$ cat src/rtl/wss_pkg.sv
`timescale 1ns / 1ps

package wss_pkg;

  localparam int MaxPattern = 16;
  localparam int MaxText    = 65536;
  localparam int PosWidth   = 17;
  localparam int LenWidth   = 5;
  localparam int IdxWidth   = 16;
  localparam int CfgIdxWidth = 3;
  localparam int CfgDataWidth = 64;

  localparam logic [7:0] CharUpperA = 8'h41;
  localparam logic [7:0] CharUpperZ = 8'h5a;
  localparam logic [7:0] CharLowerA = 8'h61;

  typedef enum logic [CfgIdxWidth-1:0] {
    RegPatternLow    = 3'd0,
    RegPatternHigh   = 3'd1,
    RegPatternLength = 3'd2,
    RegFoldCase      = 3'd3,
    RegStartIndex    = 3'd4,
    RegEndIndex      = 3'd5
  } cfg_reg_t;

  typedef logic [MaxPattern-1:0][7:0] window_t;

  typedef struct packed {
    window_t             pattern;
    logic [LenWidth-1:0] pattern_length;
    logic                fold_case;
    logic [IdxWidth-1:0] start_index;
    logic [16:0]         end_index;
  } cfg_t;

  typedef struct packed {
    logic                hit;
    logic [IdxWidth-1:0] start;
  } match_t;

  function automatic logic [7:0] fold(input logic [7:0] c, input logic en);
    logic [7:0] r;
    r = c;
    if (en && c >= CharUpperA && c <= CharUpperZ) begin
      r = c - CharUpperA + CharLowerA;
    end
    return r;
  endfunction

endpackage

$ cat src/rtl/wss_if.sv
`timescale 1ns / 1ps

interface wss_in_if;
  logic       valid;
  logic       ready;
  logic [7:0] text_byte;
  logic       end_of_text;

  modport source (output valid, output text_byte, output end_of_text, input ready);
  modport sink (input valid, input text_byte, input end_of_text, output ready);
endinterface

interface wss_out_if;
  logic                          valid;
  logic                          ready;
  logic                          match_found;
  logic [wss_pkg::IdxWidth-1:0]  match_index;

  modport source (output valid, output match_found, output match_index, input ready);
  modport sink (input valid, input match_found, input match_index, output ready);
endinterface

interface wss_cfg_if;
  logic                              valid;
  logic                              ready;
  logic [wss_pkg::CfgIdxWidth-1:0]   index;
  logic [wss_pkg::CfgDataWidth-1:0]  data;

  modport source (output valid, output index, output data, input ready);
  modport sink (input valid, input index, input data, output ready);
endinterface

$ cat src/rtl/wss_cfg_regs.sv
`timescale 1ns / 1ps

module wss_cfg_regs (
  input  logic          clk,
  input  logic          rst,
  wss_cfg_if.sink       cfg,
  output wss_pkg::cfg_t cfg_q
);

  logic [63:0]                   pattern_low;
  logic [63:0]                   pattern_high;
  logic [wss_pkg::LenWidth-1:0]  pattern_length;
  logic                          fold_case;
  logic [wss_pkg::IdxWidth-1:0]  start_index;
  logic [16:0]                   end_index;

  assign cfg.ready = 1'b1;

  always_ff @(posedge clk) begin
    if (rst) begin
      pattern_low    <= '0;
      pattern_high   <= '0;
      pattern_length <= '0;
      fold_case      <= 1'b0;
      start_index    <= '0;
      end_index      <= '1;
    end else if (cfg.valid) begin
      case (wss_pkg::cfg_reg_t'(cfg.index))
        wss_pkg::RegPatternLow:    pattern_low    <= cfg.data;
        wss_pkg::RegPatternHigh:   pattern_high   <= cfg.data;
        wss_pkg::RegPatternLength: pattern_length <= cfg.data[wss_pkg::LenWidth-1:0];
        wss_pkg::RegFoldCase:      fold_case      <= cfg.data[0];
        wss_pkg::RegStartIndex:    start_index    <= cfg.data[wss_pkg::IdxWidth-1:0];
        wss_pkg::RegEndIndex:      end_index      <= cfg.data[16:0];
        default: ;
      endcase
    end
  end

  assign cfg_q.pattern        = {pattern_high, pattern_low};
  assign cfg_q.pattern_length = pattern_length;
  assign cfg_q.fold_case      = fold_case;
  assign cfg_q.start_index    = start_index;
  assign cfg_q.end_index      = end_index;

endmodule

$ cat src/rtl/wss_matcher.sv
`timescale 1ns / 1ps

module wss_matcher (
  input  wss_pkg::cfg_t                cfg_q,
  input  wss_pkg::window_t             window,
  input  logic [7:0]                   text_byte,
  input  logic [wss_pkg::PosWidth-1:0] pos,
  output wss_pkg::window_t             window_next,
  output wss_pkg::match_t              match
);

  logic [wss_pkg::LenWidth-1:0] len;
  logic [3:0]                   len_m1;
  logic [wss_pkg::PosWidth-1:0] pos_next;
  logic [wss_pkg::PosWidth-1:0] s;
  logic                         long_enough;
  logic                         start_ok;
  logic                         end_ok;
  logic [wss_pkg::MaxPattern-1:0] eq;

  assign len = (cfg_q.pattern_length > wss_pkg::LenWidth'(wss_pkg::MaxPattern)) ?
               wss_pkg::LenWidth'(wss_pkg::MaxPattern) : cfg_q.pattern_length;
  assign len_m1 = 4'(len - wss_pkg::LenWidth'(1));

  assign pos_next = pos + wss_pkg::PosWidth'(1);

  always_comb begin
    window_next[0] = text_byte;
    for (int k = 1; k < wss_pkg::MaxPattern; k++) begin
      window_next[k] = window[k-1];
    end
  end

  assign s           = pos_next - wss_pkg::PosWidth'(len);
  assign long_enough = pos_next >= wss_pkg::PosWidth'(len);
  assign start_ok    = s >= wss_pkg::PosWidth'(cfg_q.start_index);
  // any negative end index leaves only the text end as the limit
  assign end_ok      = cfg_q.end_index[16] || (s <= cfg_q.end_index);

  // pattern byte j lines up with the window entry len-1-j, newest at 0
  always_comb begin
    for (int j = 0; j < wss_pkg::MaxPattern; j++) begin
      eq[j] = (5'(j) >= len) ||
              (wss_pkg::fold(window_next[4'(len_m1 - 4'(j))], cfg_q.fold_case) ==
               wss_pkg::fold(cfg_q.pattern[j], cfg_q.fold_case));
    end
  end

  assign match.hit   = (len != '0) && long_enough && start_ok && end_ok && (&eq);
  assign match.start = s[wss_pkg::IdxWidth-1:0];

endmodule

$ cat src/rtl/windowed_substring_search_unit.sv
`timescale 1ns / 1ps

// channel     direction  transfer carries
// text_in     in         text_byte, end_of_text
// result_out  out        match_found, match_index
// cfg         in         index, data (register write)
//
// one text byte per cycle; a byte is registered on entry, checked against
// the pattern while it is held there by a parallel 16-byte window compare
// and, if it ends the text, its result lands in the output register.
// synchronous reset clears valid flags and per-text state, resets config.
// a stalled result only holds back the item that ends the next text.

module windowed_substring_search_unit (
  input  logic       clk,
  input  logic       rst,
  wss_in_if.sink     text_in,
  wss_out_if.source  result_out,
  wss_cfg_if.sink    cfg
);

  wss_pkg::cfg_t    cfg_q;
  wss_pkg::window_t window;
  wss_pkg::window_t window_next;
  wss_pkg::match_t  match;

  logic                         in_valid;
  logic [7:0]                   in_byte;
  logic                         in_eot;

  logic [wss_pkg::PosWidth-1:0] pos;
  logic                         have_match;
  logic [wss_pkg::IdxWidth-1:0] first_start;

  logic                         out_valid;
  logic                         out_found;
  logic [wss_pkg::IdxWidth-1:0] out_index;

  logic                         content;
  logic                         take;
  logic                         last;
  logic                         advance;
  logic                         out_free;
  logic                         have_match_next;
  logic [wss_pkg::IdxWidth-1:0] first_start_next;

  wss_cfg_regs u_cfg (
    .clk   (clk),
    .rst   (rst),
    .cfg   (cfg),
    .cfg_q (cfg_q)
  );

  wss_matcher u_matcher (
    .cfg_q       (cfg_q),
    .window      (window),
    .text_byte   (in_byte),
    .pos         (pos),
    .window_next (window_next),
    .match       (match)
  );

  assign content = in_byte != 8'd0;
  // bytes past the maximum text length are dropped
  assign take    = content && (pos < wss_pkg::PosWidth'(wss_pkg::MaxText));
  assign last    = in_eot || !content;

  assign out_free = !out_valid || result_out.ready;
  assign advance  = in_valid && (!last || out_free);
  assign text_in.ready = !in_valid || advance;

  assign have_match_next  = have_match || (take && match.hit);
  assign first_start_next = (!have_match && take && match.hit) ? match.start : first_start;

  always_ff @(posedge clk) begin
    if (rst) begin
      in_valid <= 1'b0;
    end else if (text_in.ready) begin
      in_valid <= text_in.valid;
    end
  end

  always_ff @(posedge clk) begin
    if (text_in.ready && text_in.valid) begin
      in_byte <= text_in.text_byte;
      in_eot  <= text_in.end_of_text;
    end
  end

  always_ff @(posedge clk) begin
    if (rst) begin
      window      <= '0;
      pos         <= '0;
      have_match  <= 1'b0;
      first_start <= '0;
    end else if (advance) begin
      if (last) begin
        window      <= '0;
        pos         <= '0;
        have_match  <= 1'b0;
        first_start <= '0;
      end else if (take) begin
        window      <= window_next;
        pos         <= pos + wss_pkg::PosWidth'(1);
        have_match  <= have_match_next;
        first_start <= first_start_next;
      end
    end
  end

  always_ff @(posedge clk) begin
    if (rst) begin
      out_valid <= 1'b0;
    end else if (advance && last) begin
      out_valid <= 1'b1;
    end else if (result_out.ready) begin
      out_valid <= 1'b0;
    end
  end

  // the terminating byte itself is checked when it is content
  always_ff @(posedge clk) begin
    if (advance && last) begin
      out_found <= have_match_next;
      out_index <= have_match_next ? first_start_next : '0;
    end
  end

  assign result_out.valid       = out_valid;
  assign result_out.match_found = out_found;
  assign result_out.match_index = out_index;

endmodule

$ cat src/flat_wrapper.sv
// flat-port wrapper written by rule: the top's interface ports become plain ports
module windowed_substring_search_unit_flat 
  (clk, rst, text_in_valid, text_in_text_byte, text_in_end_of_text, text_in_ready, result_out_valid, result_out_match_found, result_out_match_index, result_out_ready, cfg_valid, cfg_index, cfg_data, cfg_ready);
  wss_in_if text_in_i ();
  wss_out_if result_out_i ();
  wss_cfg_if cfg_i ();
  input  logic clk;
  input  logic rst;
  input wire logic [$bits(text_in_i.valid)-1:0] text_in_valid;
  input wire logic [$bits(text_in_i.text_byte)-1:0] text_in_text_byte;
  input wire logic [$bits(text_in_i.end_of_text)-1:0] text_in_end_of_text;
  output wire logic [$bits(text_in_i.ready)-1:0] text_in_ready;
  output wire logic [$bits(result_out_i.valid)-1:0] result_out_valid;
  output wire logic [$bits(result_out_i.match_found)-1:0] result_out_match_found;
  output wire logic [$bits(result_out_i.match_index)-1:0] result_out_match_index;
  input wire logic [$bits(result_out_i.ready)-1:0] result_out_ready;
  input wire logic [$bits(cfg_i.valid)-1:0] cfg_valid;
  input wire logic [$bits(cfg_i.index)-1:0] cfg_index;
  input wire logic [$bits(cfg_i.data)-1:0] cfg_data;
  output wire logic [$bits(cfg_i.ready)-1:0] cfg_ready;
  assign text_in_i.valid = text_in_valid;
  assign text_in_i.text_byte = text_in_text_byte;
  assign text_in_i.end_of_text = text_in_end_of_text;
  assign text_in_ready = text_in_i.ready;
  assign result_out_valid = result_out_i.valid;
  assign result_out_match_found = result_out_i.match_found;
  assign result_out_match_index = result_out_i.match_index;
  assign result_out_i.ready = result_out_ready;
  assign cfg_i.valid = cfg_valid;
  assign cfg_i.index = cfg_index;
  assign cfg_i.data = cfg_data;
  assign cfg_ready = cfg_i.ready;
  windowed_substring_search_unit u_core (.clk(clk), .rst(rst), .text_in(text_in_i), .result_out(result_out_i), .cfg(cfg_i));
endmodule
$ cat config.mk
export PLATFORM = sky130hd
export DESIGN_NAME = windowed_substring_search_unit_flat
export DESIGN_NICKNAME = d
export VERILOG_FILES = /design/src/rtl/wss_pkg.sv /design/src/rtl/wss_if.sv /design/src/rtl/wss_cfg_regs.sv /design/src/rtl/wss_matcher.sv /design/src/rtl/windowed_substring_search_unit.sv /design/src/flat_wrapper.sv
export SDC_FILE = /design/constraint.sdc
export NUM_CORES = 1
export LEC_CHECK = 0
export ABC_AREA = 1
export BUFFER_PORTS_ARGS = -buffer_cell sky130_fd_sc_hd__buf_2
export CAP_MARGIN = 20
export CELL_PAD_IN_SITES_DETAIL_PLACEMENT = 0
export CELL_PAD_IN_SITES_GLOBAL_PLACEMENT = 1
export CORE_MARGIN = 5
export CORE_UTILIZATION = 48
export DETAILED_ROUTE_END_ITERATION = 10
export PLACE_DENSITY_LB_ADDON = 0.1
export SYNTH_ARGS = -nofsm -noshare
export SYNTH_HDL_FRONTEND = slang
export SYNTH_SLANG_ARGS = --single-unit
$ cat constraint.sdc
create_clock -name clk -period 9.8 [get_ports clk]
set_input_delay 0.49 -clock clk [delete_from_list [all_inputs] [get_ports clk]]
set_output_delay 0.49 -clock clk [all_outputs]
set_load 0.05 [all_outputs]
## After elaboration in Yosys (flattened, before gate mapping)

Cells that the tools add are included.

- RAM bits: 0
- Output and inout bits: 20
- Bits of input ports: 81
- Memories: 0
- Flip-flop bits (word level): 349
- Word-level logic and storage cells: 425
- Bits in latches: 0
- Bits in read-only memories: 0

- Multipliers: 0
- Add/subtract/negate cells: 82
- Order comparisons: 101
- Bitwise gates (word level): 0
- Shift operators: 0
- Reductions and logical operators: 115
- Divide/modulo/power cells: 0
- Multiplexer cells: 76
- Equal/unequal tests: 21

Operators by type and width:

| kind | count |
|---|---|
| $bmux W8 S4 | 16 |
| $mux W8 | 48 |
| $add A8 B7 Y8 const B | 32 |
| $ge A8 B7 Y1 const B | 32 |
| $le A8 B7 Y1 const B | 32 |
| $sub A8 B7 Y8 const B | 32 |
| $mux W120 | 2 |
| $eq A8 B8 Y1 | 16 |
| $lt A4 B5 Y1 const B | 16 |
| $logic_and A1 B1 Y1 | 75 |
| $mux W16 | 3 |
| $ge A4 B5 Y1 const A | 8 |
| $mux W17 | 2 |
| $sub A4 B4 Y4 const B | 8 |
| $logic_or A1 B1 Y1 | 22 |
| $ge A3 B5 Y1 const A | 4 |
| $add A17 B1 Y17 const B | 1 |
| $ge A17 B16 Y1 | 1 |
| $ge A17 B5 Y1 | 1 |
| $le A17 B17 Y1 | 1 |
| $lt A17 B17 Y1 const B | 1 |
| $sub A17 B5 Y17 | 1 |
| $reduce_and A16 Y1 | 1 |
| $sub A4 B3 Y4 const B | 4 |
| other kinds (16) | 36 |

## Logic depth before layout (Yosys ltp)

- Depth in word-level cells: 18
- Mapped depth: 39
- Depth with buffers taken out: 36

## Hierarchy

Synthesis repeated with hierarchy kept, for this count alone.

- Cells, all modules: 5,073
- Area total of the unflattened synthesis: 29,664.7 µm²

By module, submodules not included:

| module | seq. area each (µm²) | cells each | area an instance (µm²) | times used |
|---|---|---|---|---|
| wss_matcher | 0.0 | 3,167 | 15,491.1 | 1 |
| windowed_substring_search_unit | 4,063.9 | 935 | 7,450.9 | 1 |
| wss_cfg_regs | 3,343.2 | 971 | 6,722.7 | 1 |

## Worst setup path before layout

Ideal clock, no wire load.

- Path type: register -> register
- Start: register u_core.u_cfg.pattern_length[1] in the netlist's numbering
- End: register u_core.out_index (netlist bit u_core.result_out.match_index[10]), data pin
- Slack: 5.125 ns
- Path buffers: 4
- Arrival: 4.423 ns
- Period minus slack after synthesis: 4.675 ns
- Data required time: 9.548 ns
- Stages on the path, launching flop included: 40
- Setup time: 0.252 ns
- Cell sequence: dfxtp_1 > buf_6 > inv_4 > nor2_4 > buf_2 > buf_2 > nand2_1 > nand2_1 > inv_1 > ha_1 > nor2_1 > o21ai_0 > nand2_1 > nand2_1 > nand2_1 > nand3_1 > nor2_1 > nand2_1 > (+4 left out) > ha_1 > a21oi_1 > o21ai_0 > a21oi_1 > o211ai_1 > o311ai_0 > o21ai_0 > nor2_1 > nand2_1 > nor2_1 > nand3_1 > nor2_1 > nand3_1 > nor2_4 > buf_4 > nand3_1 > nand2_1 > nor2_2

- Longest elaborated chain between the ends: 16
- Elaborated cells on any way between the ends: 225
- Those cells by class: add/sub (49); order compare (52); eq/ne (16); mux (50); reduce/logical (58)

Ends and longest elaborated chain:

| item | line | text |
|---|---|---|
| start: declaration | wss_cfg_regs.sv:12 | `logic [wss_pkg::LenWidth-1:0] pattern_length;` |
| start signal: assignment | wss_cfg_regs.sv:31 | `wss_pkg::RegPatternLength: pattern_length <= cfg.data[wss_pkg::LenWidth-1:0];` |
| $gt A5 B5 Y1 | wss_matcher.sv:21 | `assign len = (cfg_q.pattern_length > wss_pkg::LenWidth'(wss_pkg::MaxPattern)) ?` |
| $mux W5 (*) | wss_matcher.sv:21 |  |
| parallel branches: the longest is 14 deep, another holds $sub A8 B7 Y8 | n/a |  |
| end signal: assignment | windowed_substring_search_unit.sv:125 | `out_index <= have_match_next ? first_start_next : '0;` |
| end: declaration | windowed_substring_search_unit.sv:37 | `logic [wss_pkg::IdxWidth-1:0] out_index;` |

Mark *: on every way between the ends. The select of a mux whose other input is x is not followed.
A chain may end at the register's enable or synchronous reset.

## Worst setup path after layout

- Start: register u_core.u_cfg.pattern_length[4] in the netlist's numbering
- End: register u_core.out_index (netlist bit u_core.result_out.match_index[15]), data pin

- Longest elaborated chain between the ends: 16
- Elaborated cells on any way between the ends: 225
- Those cells by class: add/sub (49); order compare (52); eq/ne (16); mux (50); reduce/logical (58)

Ends and longest elaborated chain:

| item | line | text |
|---|---|---|
| $gt A5 B5 Y1 | wss_matcher.sv:21 |  |
| $mux W5 (*) | wss_matcher.sv:21 |  |
| parallel branches: the longest is 11 deep, another holds $sub A8 B7 Y8 | n/a |  |
| $logic_and A1 B1 Y1 (*) | wss_matcher.sv:49 | `assign match.hit = (len != '0) && long_enough && start_ok && end_ok && (&eq);` |
| $logic_and A1 B1 Y1 (*) | windowed_substring_search_unit.sv:72 | `assign have_match_next = have_match \|\| (take && match.hit);` |
| $logic_or A1 B1 Y1 (*) | windowed_substring_search_unit.sv:72 |  |
| net u_core.have_match_next | windowed_substring_search_unit.sv:44 | `logic have_match_next;` |

Mark *: on every way through the listed nets, which the timed path passes. The select of a mux whose other input is x is not followed.

==> results by group <==
CTS
  – Total CTS buffers: 43
  – CTS tree: yes
  – Post_cts resized: 0
  – CTS Sinks: 349
  – Post-CTS Hold Fix Bufs: 0
  – Clock root buffer: clkbuf_16
  – # H-tree levels: 2
  – Setup bufs post-CTS: 0
  – Clock Tree Buf Depth: 3
  – Clock transition at path regs: roughly 0.060 ns
  – Worst skew pair latency: 0.60 ns

Worst hold path
  – Hold Crit Class: input port to flop
  – Hold Crit Start: text_in_text_byte[6]
  – Hold EP: u_core.in_byte[6]
  – Hold depth: 1

Routing
  – DR vias: between 20000 and 30000
  – Pre-antenna DRT Iters: 6
  – M1 WL: between 40 and 50 mm
  – Met2 wire len: between 40 and 50 mm
  – DR iter-0 viols: ~2700
  – Routed Antenna Nets: 0
  – DRC Markers: 0
  – Final wirelength: approximately 99 mm
  – WL per Instance: approximately 19 um
  – Routed wl met3: about 6.4 mm
  – Vias per inst: between 5 and 6
  – Highest Signal Layer: met5

Power and ir drop
  – Pwr/cell area: approximately 150 nW/um2
  – VDD IR max: ~190 uV
  – Leakage: between 10 and 15 nW

Setup path
  – Worst path most repeated cell: nand2_1
  – Kind of critical path: flop to flop
  – Worst Path Arrival: about 7.1 ns
  – CP Max Fanout: 92
  – CP Launch Type: flop
  – Worst reg2reg path depth: 26
  – Critical R2R Capture: u_core.result_out.match_index[15]
  – Worst setup EP type: flop
  – Worst EP required: between 10 and 15 ns
  – R2r setup slk: around 3.1 ns
  – Critical-path top delay cell: dfxtp_1
  – FF-to-FF Start: u_core.u_cfg.pattern_length[4]
  – CP max stage delay: roughly 0.74 ns

Final layout
  – Layout cells sized above 1: between 7 and 8%
  – Multi-input gate area: approximately 17000 um2
  – Reg area: a little over 7000 um2
  – Final Core Density: between 50% and 60%
  – Nets: 4700
  – Area grow syn2layout: 6.52%
  – # fillers: around 6100
  – Most frequent cells in the layout: nand2_1, nand3_1, inv_1
  – Commonest non-fill, non-tap cell in the layout: nand2_1
  – Ant. Diodes: 0

Floorplan
  – Site Rows: 87
  – Starting Density: a little under 50%
  – I/O pin count: between 100 and 150
  – Die height: approximately 250 um
  – Die width: between 200 and 250 um
  – Core area: 56200 um2
  – Die area: roughly 60000 um2

STA
  – RSZ-0062 raised after global routing: false
  – Max_slew headroom: between 20% and 30%
  – Final Hold Vio Count: 0
  – Max Slew Vio Count: 0
  – Final setup viols: 0
  – Share of the clock period used by the worst path: 68.4%
  – Fmax: approximately 150 MHz
  – Skew final: about 0.017 ns
  – Slew @ Worst Pin: approximately 1.2 ns
  – Setup Total Neg Slack: 0 ns
  – Post-route minimum period: 6.71 ns

GRT
  – Tot GR Track Use: 31.4%
  – Initial antenna violation count: 4
  – Vias in the first global route: approximately 25000
  – First-pass GRT wire length: 151 mm
  – Largest net degree at the start of global routing: 118
  – Gr ovfl total: 0

Synth
  – Sequential fraction of the synthesis area: 26.8%
  – Flip-flop and latch count after synthesis: between 300 and 400
  – Combinational family with the most area after synthesis: simple AND/OR/NAND/NOR gates
  – Cell area after synthesis: ~27000 um2
  – Yosys warns: 0
  – Syn nets: about 4800
  – Post-synth EDFFs: 26
  – Xor and xnor fraction of the mapped netlist area: roughly 1.9%
  – Post-synthesis cell type count: 62
  – Ys flop type: dfxtp_1
  – Synth Area in Compound Gates: 14.4%
  – Simple-gate share of the synthesized area: between 40% and 50%
  – Post-synthesis mux area share: 0%
  – Avg Cell Area, Syn: 5.87 um2
  – Synth Area in Adders: 3.24%
  – FFs w/ async S/R, synth: 0%
  – Mapped Cells: ~4600

Outcome
  – Status: finished, final reports clean

Place
  – Hpwl dp: between 70 and 80 mm
  – Placer Congestion: roughly 1
  – Port bufs: 99

Run
  – Max_cap viols: 0
[registers in the layout, summed over array words and instances (netlist names)]
register                       flops
u_core.result_out.valid            1
u_core.have_match                  1
u_core.in_eot                      1
u_core.u_cfg.end_index            17
u_core.in_byte                     8
u_core.u_cfg.start_index          16
u_core.result_out.match_index     16
u_core.u_cfg.pattern_low          64
u_core.pos                        17
u_core.u_cfg.fold_case             1
u_core.result_out.match_found      1
u_core.first_start                16
u_core.in_valid                    1
u_core.window                    120
u_core.u_cfg.pattern_high         64
u_core.u_cfg.pattern_length        5
[how the worst max path moves through the flow]
stage / startpoint / endpoint / cells past startpoint
after floorplan: u_core.u_cfg.pattern_length[1] / u_core.result_out.match_index[10] / 39
after global placement: u_core.u_cfg.pattern_length[4] / u_core.result_out.match_index[3] / 26
after detailed placement: u_core.u_cfg.pattern_length[4] / u_core.result_out.match_index[15] / 26
after CTS: u_core.u_cfg.pattern_length[4] / u_core.result_out.match_index[15] / 26
after global routing: u_core.u_cfg.pattern_length[4] / u_core.result_out.match_index[3] / 26
final: u_core.u_cfg.pattern_length[4] / u_core.result_out.match_index[15] / 26
[cell families after synthesis]
| group | after synthesis |
|---|---|
| xor gates and xnor gates | 58 |
| other | 1 |
| adders and majority gates | 70 |
| AOI/OAI and AO/OA | 729 |
| buffers and inverters | 659 |
| DFF | 349 |
| and+or+nand+nor | 2745 |
[Yosys cell counts (7+ instances only)]
| cell type | instances | share of area (%) |
|---|---|---|
| buf_2 | 73 | 1.3 |
| nand2_2 | 30 | 0.69 |
| xor2_1 | 45 | 1.5 |
| inv_1 | 412 | 5.7 |
| clkbuf_1 | 112 | 1.6 |
| nor2_1 | 321 | 4.5 |
| o21bai_1 | 15 | 0.42 |
| o21ai_0 | 299 | 5.5 |
| nand2_1 | 1696 | 24 |
| nand3b_1 | 25 | 0.69 |
| or2_2 | 17 | 0.39 |
| nand3_1 | 491 | 9.1 |
| nor3_1 | 28 | 0.52 |
| ha_1 | 70 | 3.2 |
| nand3_2 | 7 | 0.26 |
| xnor2_1 | 13 | 0.42 |
| nand2_4 | 12 | 0.50 |
| nor2_2 | 23 | 0.53 |
| inv_2 | 12 | 0.17 |
| dfxtp_1 | 323 | 24 |
| a21oi_1 | 286 | 5.3 |
| o21ai_1 | 61 | 1.1 |
| buf_4 | 15 | 0.42 |
| edfxtp_1 | 26 | 2.9 |
| and2_1 | 8 | 0.18 |
| nor4_1 | 19 | 0.44 |
| o211ai_1 | 36 | 1.0 |
| nand4_1 | 51 | 1.2 |
| buf_6 | 27 | 1.1 |
[critical path, delay by kind of cell (launching register included)]
kind	cells	cell delay (ns)
adder cells (fa/ha/maj)	1	0.31
AO/OA/AOI/OAI	2	0.60
flip-flops	1	0.74
buffers and inverters	6	1.59
AND/OR/NAND/NOR	17	3.24
[report_power, final]
| group | switching (mW) | internal [mW] |
|---|---|---|
| Sequential | 0.0284 | 1.47 |
| Clock | 0.676 | 0.886 |
| Combinational | 0.843 | 0.349 |
| Total | 1.55 | 2.70 |
[final cells by class]
cell class	instances	area share (%)
Timing Repair Buffer	123	2.35
Inverter	429	5.64
Clock buffer	62	4.19
Sequential cell	349	25.1
Tap cell	756	3.28
Clock inverter	15	0.495
Multi-Input combinational cell	3603	58.9
[through the flow]
stage               total power, mW  hold WS (ns)  instance area, um2  setup slack (ns)  cells
finish                         4.25        0.0717               28800              3.09   5337
global route                   4.49        0.0512               28800              2.73   5337
CTS                            4.26        0.0352               28800              3.19   5337
detailed placement             2.69         0.456               27500              3.22   5260
global placement               2.69         0.449               27500              3.22   5259
floorplan                      2.40         0.435               27100              5.13   4611
[layer usage]
metal	vias up	GRT usage, %
met2	915	49.9
met5	-	0
met1	13273	43.2
met4	4	12.3
li1	14749	-
met3	170	4.51
(Power assumes the default switching activity.)
